**src/min_heap_timer_queue_macros.svh**
```systemverilog
// Assertion helpers used by the timer queue top module.
`ifndef MIN_HEAP_TIMER_QUEUE_MACROS_SVH
`define MIN_HEAP_TIMER_QUEUE_MACROS_SVH
`ifndef SYNTH
`define MHTQ_CHECK(lbl, prop, msg) \
  lbl: assert property (@(posedge clk) disable iff (rst) prop) else $error(msg);
`define MHTQ_NEVER(lbl, expr, msg) \
  `MHTQ_CHECK(lbl, !(expr), msg)
`else
`define MHTQ_CHECK(lbl, prop, msg)
`define MHTQ_NEVER(lbl, expr, msg)
`endif
`endif

```
**src/mhtq_pkg.sv**
```systemverilog
package mhtq_pkg;

  localparam int CAPACITY_DEF  = 32;
  localparam int ID_COUNT_DEF  = 1024;
  localparam int TIME_BITS_DEF = 32;

  localparam int OP_W   = 3;
  localparam int ID_W   = 10;
  localparam int TMO_W  = 20;
  localparam int KIND_W = 3;
  localparam int REM_W  = 21;
  localparam int REM_MAX = 1048575;

  typedef enum logic [OP_W-1:0] {
    OP_ADD    = 3'd0,
    OP_CANCEL = 3'd1,
    OP_TICK   = 3'd2,
    OP_QUERY  = 3'd3,
    OP_CLEAR  = 3'd4
  } op_t;

  typedef enum logic [KIND_W-1:0] {
    K_EXPIRED   = 3'd0,
    K_CANCELLED = 3'd1,
    K_NOT_FOUND = 3'd2,
    K_ADDED     = 3'd3,
    K_FULL      = 3'd4,
    K_TICK_DONE = 3'd5,
    K_NEXT      = 3'd6,
    K_CLEARED   = 3'd7
  } kind_t;

  typedef enum logic [1:0] {
    ST_IDLE,
    ST_EXEC,
    ST_INSERT
  } state_t;

  typedef enum logic [2:0] {
    CMD_HOLD,
    CMD_CLEAR,
    CMD_INSERT,
    CMD_REMOVE,
    CMD_POP
  } cell_cmd_t;

  typedef struct packed {
    cell_cmd_t       cmd;
    logic [ID_W-1:0] owner;
  } cell_ctrl_t;

endpackage

```
**src/mhtq_cell.sv**
```systemverilog
module mhtq_cell #(
  parameter int TIME_BITS = mhtq_pkg::TIME_BITS_DEF
) (
  input  logic                      clk,
  input  logic                      rst,
  input  mhtq_pkg::cell_ctrl_t      ctrl,
  input  logic [TIME_BITS-1:0]      new_dl,
  input  logic [TIME_BITS-1:0]      prev_dl,
  input  logic [mhtq_pkg::ID_W-1:0] prev_owner,
  input  logic                      prev_valid,
  input  logic [TIME_BITS-1:0]      next_dl,
  input  logic [mhtq_pkg::ID_W-1:0] next_owner,
  input  logic                      next_valid,
  input  logic                      ins_in,
  input  logic                      past_in,
  output logic [TIME_BITS-1:0]      dl,
  output logic [mhtq_pkg::ID_W-1:0] owner,
  output logic                      valid,
  output logic                      ins_out,
  output logic                      past_out
);

  logic [TIME_BITS-1:0] diff;
  logic                 new_first;

  assign diff      = new_dl - dl;
  assign new_first = (diff != '0) ? diff[TIME_BITS-1] : (ctrl.owner < owner);
  assign ins_out   = !valid || new_first;
  assign past_out  = past_in || (valid && owner == ctrl.owner);

  always_ff @(posedge clk) begin
    if (rst) begin
      valid <= 1'b0;
    end else begin
      unique case (ctrl.cmd)
        mhtq_pkg::CMD_CLEAR: valid <= 1'b0;
        mhtq_pkg::CMD_INSERT: begin
          if (ins_out) begin
            if (ins_in) begin
              dl    <= prev_dl;
              owner <= prev_owner;
              valid <= prev_valid;
            end else begin
              dl    <= new_dl;
              owner <= ctrl.owner;
              valid <= 1'b1;
            end
          end
        end
        mhtq_pkg::CMD_REMOVE: begin
          if (past_out) begin
            dl    <= next_dl;
            owner <= next_owner;
            valid <= next_valid;
          end
        end
        mhtq_pkg::CMD_POP: begin
          dl    <= next_dl;
          owner <= next_owner;
          valid <= next_valid;
        end
        default: ;
      endcase
    end
  end

endmodule

```
**config.mk**
```make
export PLATFORM = sky130hd
export DESIGN_NAME = mhtq_cell
export DESIGN_NICKNAME = d
export VERILOG_FILES = /design/src/min_heap_timer_queue_macros.svh /design/src/mhtq_pkg.sv /design/src/mhtq_cell.sv
export SDC_FILE = /design/constraint.sdc
export NUM_CORES = 1
export LEC_CHECK = 0
export ABC_AREA = 1
export BUFFER_PORTS_ARGS = -buffer_cell sky130_fd_sc_hd__buf_2
export CAP_MARGIN = 20
export CORE_ASPECT_RATIO = 0.75
export CORE_MARGIN = 4
export CORE_UTILIZATION = 56
export DETAILED_ROUTE_END_ITERATION = 6
export GPL_TIMING_DRIVEN = 0
export PLACE_DENSITY = 0.94
export SLEW_MARGIN = 20
export SYNTH_ARGS = -nofsm -noshare
export SYNTH_HDL_FRONTEND = slang
export SYNTH_SLANG_ARGS = --single-unit
```
**constraint.sdc**
```tcl
create_clock -name clk -period 6.25 [get_ports clk]
set_input_delay 1.25 -clock clk [delete_from_list [all_inputs] [get_ports clk]]
set_output_delay 1.25 -clock clk [all_outputs]
set_load 0.1 [all_outputs]
```
==> reports/metrics.yaml <==
grt:
  antenna_found_initial: 0
  grt_pass1_vias: 5788
  global_route_wire_length_before_repair_um: 27100
  grt_max_degree: 24
  grt.overflow.total: 0
  grt_overall_usage: 0.303
layout:
  post-route-cell-area_um2: 6560
  post_route_cells_drive_above_1_share: 0.226
  finalCoreUtilization: 0.716
  final_nets: 1264
  area_growth_syn_to_layout_pct: 23.1
  antenna_cells_inserted: 0
  final.fill_count: 793
critical_path:
  cp_cell_sequence: "buf_2, ha_1, nand2_1, nor2_1, and2_2, nand3b_1, nand4_1, nand2_1, inv_1, nand2_1, nor2_1, nand2_1, nor2_2, nand2_2, nand2_1, buf_2"
  r2r.worst_path.cells: 18
  crit_family: "simple AND/OR/NAND/NOR gates"
  slowest_stage: "sky130_fd_sc_hd__ha_1"
  worst-setup-path-type: "in -> out"
  reg2reg_from: "dl[17]$_DFFE_PP_"
  critPathBufInv: 3
  cp-startpoint: "new_dl[17]"
  critPathMostFrequentCell: "sky130_fd_sc_hd__nand2_1"
  timing.rr.end: "dl[11]$_DFFE_PP_"
  regToRegSetupSlack_ns: 2.79
  worst_ep_required_time_ns: 5.00
  worst-path-max-fanout: 5
  arrival_ns: 3.74
  worstSetupEndpointType: "output port"
  cpPeakStageDelay_ns: 0.45
  startpoint_type: "input port"
logic_synthesis:
  synth-warning-count: 0
  synth_register_bits: 43
  synth_sequential_area_ratio: 0.240
  netlist_instances: 902
  syn_area_um2: 5330
  synth_cell_types: 30
  synthesized_net_count: 1078
  postSynthAreaPerCell_um2: 5.91
die:
  starting_utilization_of_the_core_area: 0.582
  placeableCoreArea_um2: 9160
  die_w_um: 121
  die_height_um: 92.5
  pin_count: 180
  row_cnt: 30
  design.die.area_um2: 11200
hold_path:
  hold_path_class: "reg -> reg"
  timing.hold.worst_path_depth: 2
  min-delay-start: "valid$_SDFFE_PP0P_"
  worst_hold_path.endpoint: "valid$_SDFFE_PP0P_"
detailed_routing:
  drtAntennaViolNets: 0
  drt-initial-drc-count: 514
  totalWireLength_um: 17000
  viasPerCell: 5.21
  post-route-drc-count: 0
  detailedRoute.firstPassIterationCount: 5
  via_count: 6335
  avgRoutedWirePerCell_um: 14.0
clocking:
  clkLatencyLatePin_ns: 0.30
  ctsHoldBuffers: 0
  tritoncts_buffers: 5
  h-tree-depth: 2
  clock_tree_from_tritoncts: "yes"
  cts_setup_buffers: 0
  post_cts_resize_count: 0
  cts_root_buf: "sky130_fd_sc_hd__clkbuf_16"
  clkTransAtPathRegs_ns: 0.06
  clock-sinks: 43
  cts_max_path_buffers: 2
timing:
  tightestPinTransition_ns: 0.602
  timing.hold.ws_ns: 0.605
  clock.fmax_ghz: 0.200
  timing.final.ws_setup_ns: 1.26
  drv_slew: 0
  grt_setup_unrepaired: "no"
  max-slew-margin-rel: 0.598
  final.setup.tns_ns: 0
  report.final.setup_viol: 0
  final.min_clock_period_ns: 4.99
  finalHoldViolations: 0
  finClkSkew_ns: 0.00872
  fin_crit_sh: 0.798
placed_design:
  hpwlAfterDp_um: 14300
  finalWeightedCongestion: 0.972
  numPortBuffers: 178
  preCtsSetupSlack_ns: 1.35
  place_area_um2: 6410
power:
  powerDensity_nw_per_um2: 174
  vdd.ir_drop.worst_mv: 0.149
  cellLeakagePower_nw: 3.77
flow_run:
  cap_viol_max_count: 0
outcome:
  outcome: "completed"
## logic make-up after synthesis
logic type,count (synthesis),share of synthesized area
fa+ha+maj,41,0.0962
simple gates,468,0.381
buf+inv,222,0.156
compound gates,123,0.118
flops,43,0.240
xor+xnor,5,0.00821
## how the worst max path moves through the flow
stage	end	cells after the start
after global routing	ins_out	16
after detailed placement	ins_out	16
final	ins_out	16
after floorplan	ins_out	16
after global placement	dl[12]$_DFFE_PP_	17
after CTS	ins_out	16
## routing by layer
metal,vias up,global-route usage,part of all wire
met3,34,0.0665,0.12
met1,2780,0.413,0.43
li1,3168,-,-
met5,-,0,0
met2,353,0.492,0.44
met4,0,0.0726,0.020
## tightest hold or removal path, stage by stage, from the launching register on
cell                      delay [ns]
sky130_fd_sc_hd__dfxtp_1        0.35
sky130_fd_sc_hd__a21oi_1        0.16
sky130_fd_sc_hd__nor2_2         0.05
## sequential cells by signal (all words and copies together), names as in the netlist
signal	count
dl	32
owner	10
valid	1
## cells in the mapped netlist (all sizes together)
| cell type | number | share of area |
|---|---|---|
| a21oi | 28 | 0.027 |
| a22oi | 1 | 0.0014 |
| a31oi | 1 | 0.0012 |
| and2 | 2 | 0.0031 |
| buf | 3 | 0.0021 |
| clkbuf | 15 | 0.011 |
| dfxtp | 1 | 0.0038 |
| edfxtp | 42 | 0.24 |
| ha | 41 | 0.096 |
| inv | 204 | 0.14 |
| nand2 | 336 | 0.25 |
| nand3 | 39 | 0.041 |
| nand3b | 4 | 0.0056 |
| nand4 | 15 | 0.019 |
| nor2 | 63 | 0.054 |
| nor3 | 8 | 0.010 |
| nor3b | 1 | 0.0014 |
| o21ai | 91 | 0.085 |
| o21bai | 2 | 0.0028 |
| xnor2 | 1 | 0.0016 |
| xor2 | 4 | 0.0066 |
## layout by cell type, fill, tap and decap left out, types with 16 or more instances in the layout
| cell type | n |
|---|---|
| sky130_fd_sc_hd__edfxtp_1 | 42 |
| sky130_fd_sc_hd__o21ai_0 | 91 |
| sky130_fd_sc_hd__inv_1 | 194 |
| sky130_fd_sc_hd__buf_2 | 178 |
| sky130_fd_sc_hd__nand3_1 | 34 |
| sky130_fd_sc_hd__nor2_1 | 46 |
| sky130_fd_sc_hd__nand2_2 | 21 |
| sky130_fd_sc_hd__a21oi_1 | 27 |
| sky130_fd_sc_hd__clkbuf_1 | 16 |
| sky130_fd_sc_hd__nand2_1 | 315 |
| sky130_fd_sc_hd__ha_1 | 41 |
## layout make-up
cell class | instances | area [um^2] | area share
Multi-Input combinational cell | 637 | 3220 | 0.490
Sequential cell | 43 | 1280 | 0.195
Timing Repair Buffer | 179 | 918 | 0.140
Inverter | 204 | 766 | 0.117
Tap cell | 128 | 160 | 0.0244
Clock buffer | 7 | 143 | 0.0217
Buffer | 18 | 67.6 | 0.0103
Clock inverter | 1 | 8.76 | 0.00133
## stage by stage
step | instances | total power, mW
2_1_floorplan | 902 | 0.711
3_3_place_gp | 1208 | 0.836
3_5_place_dp | 1209 | 0.845
4_1_cts | 1217 | 1.13
5_1_grt | 1217 | 1.20
6_report | 1217 | 1.14
## report_power, final
group          switching, mW  leakage (nW)  internal (mW)  total, mW
clock network          0.132        0.0745          0.162      0.293
registers            0.00802         0.397          0.339      0.347
logic                  0.352          3.30          0.150      0.502
total                  0.492          3.77          0.650       1.14
Power figures use the tool's default switching activity.
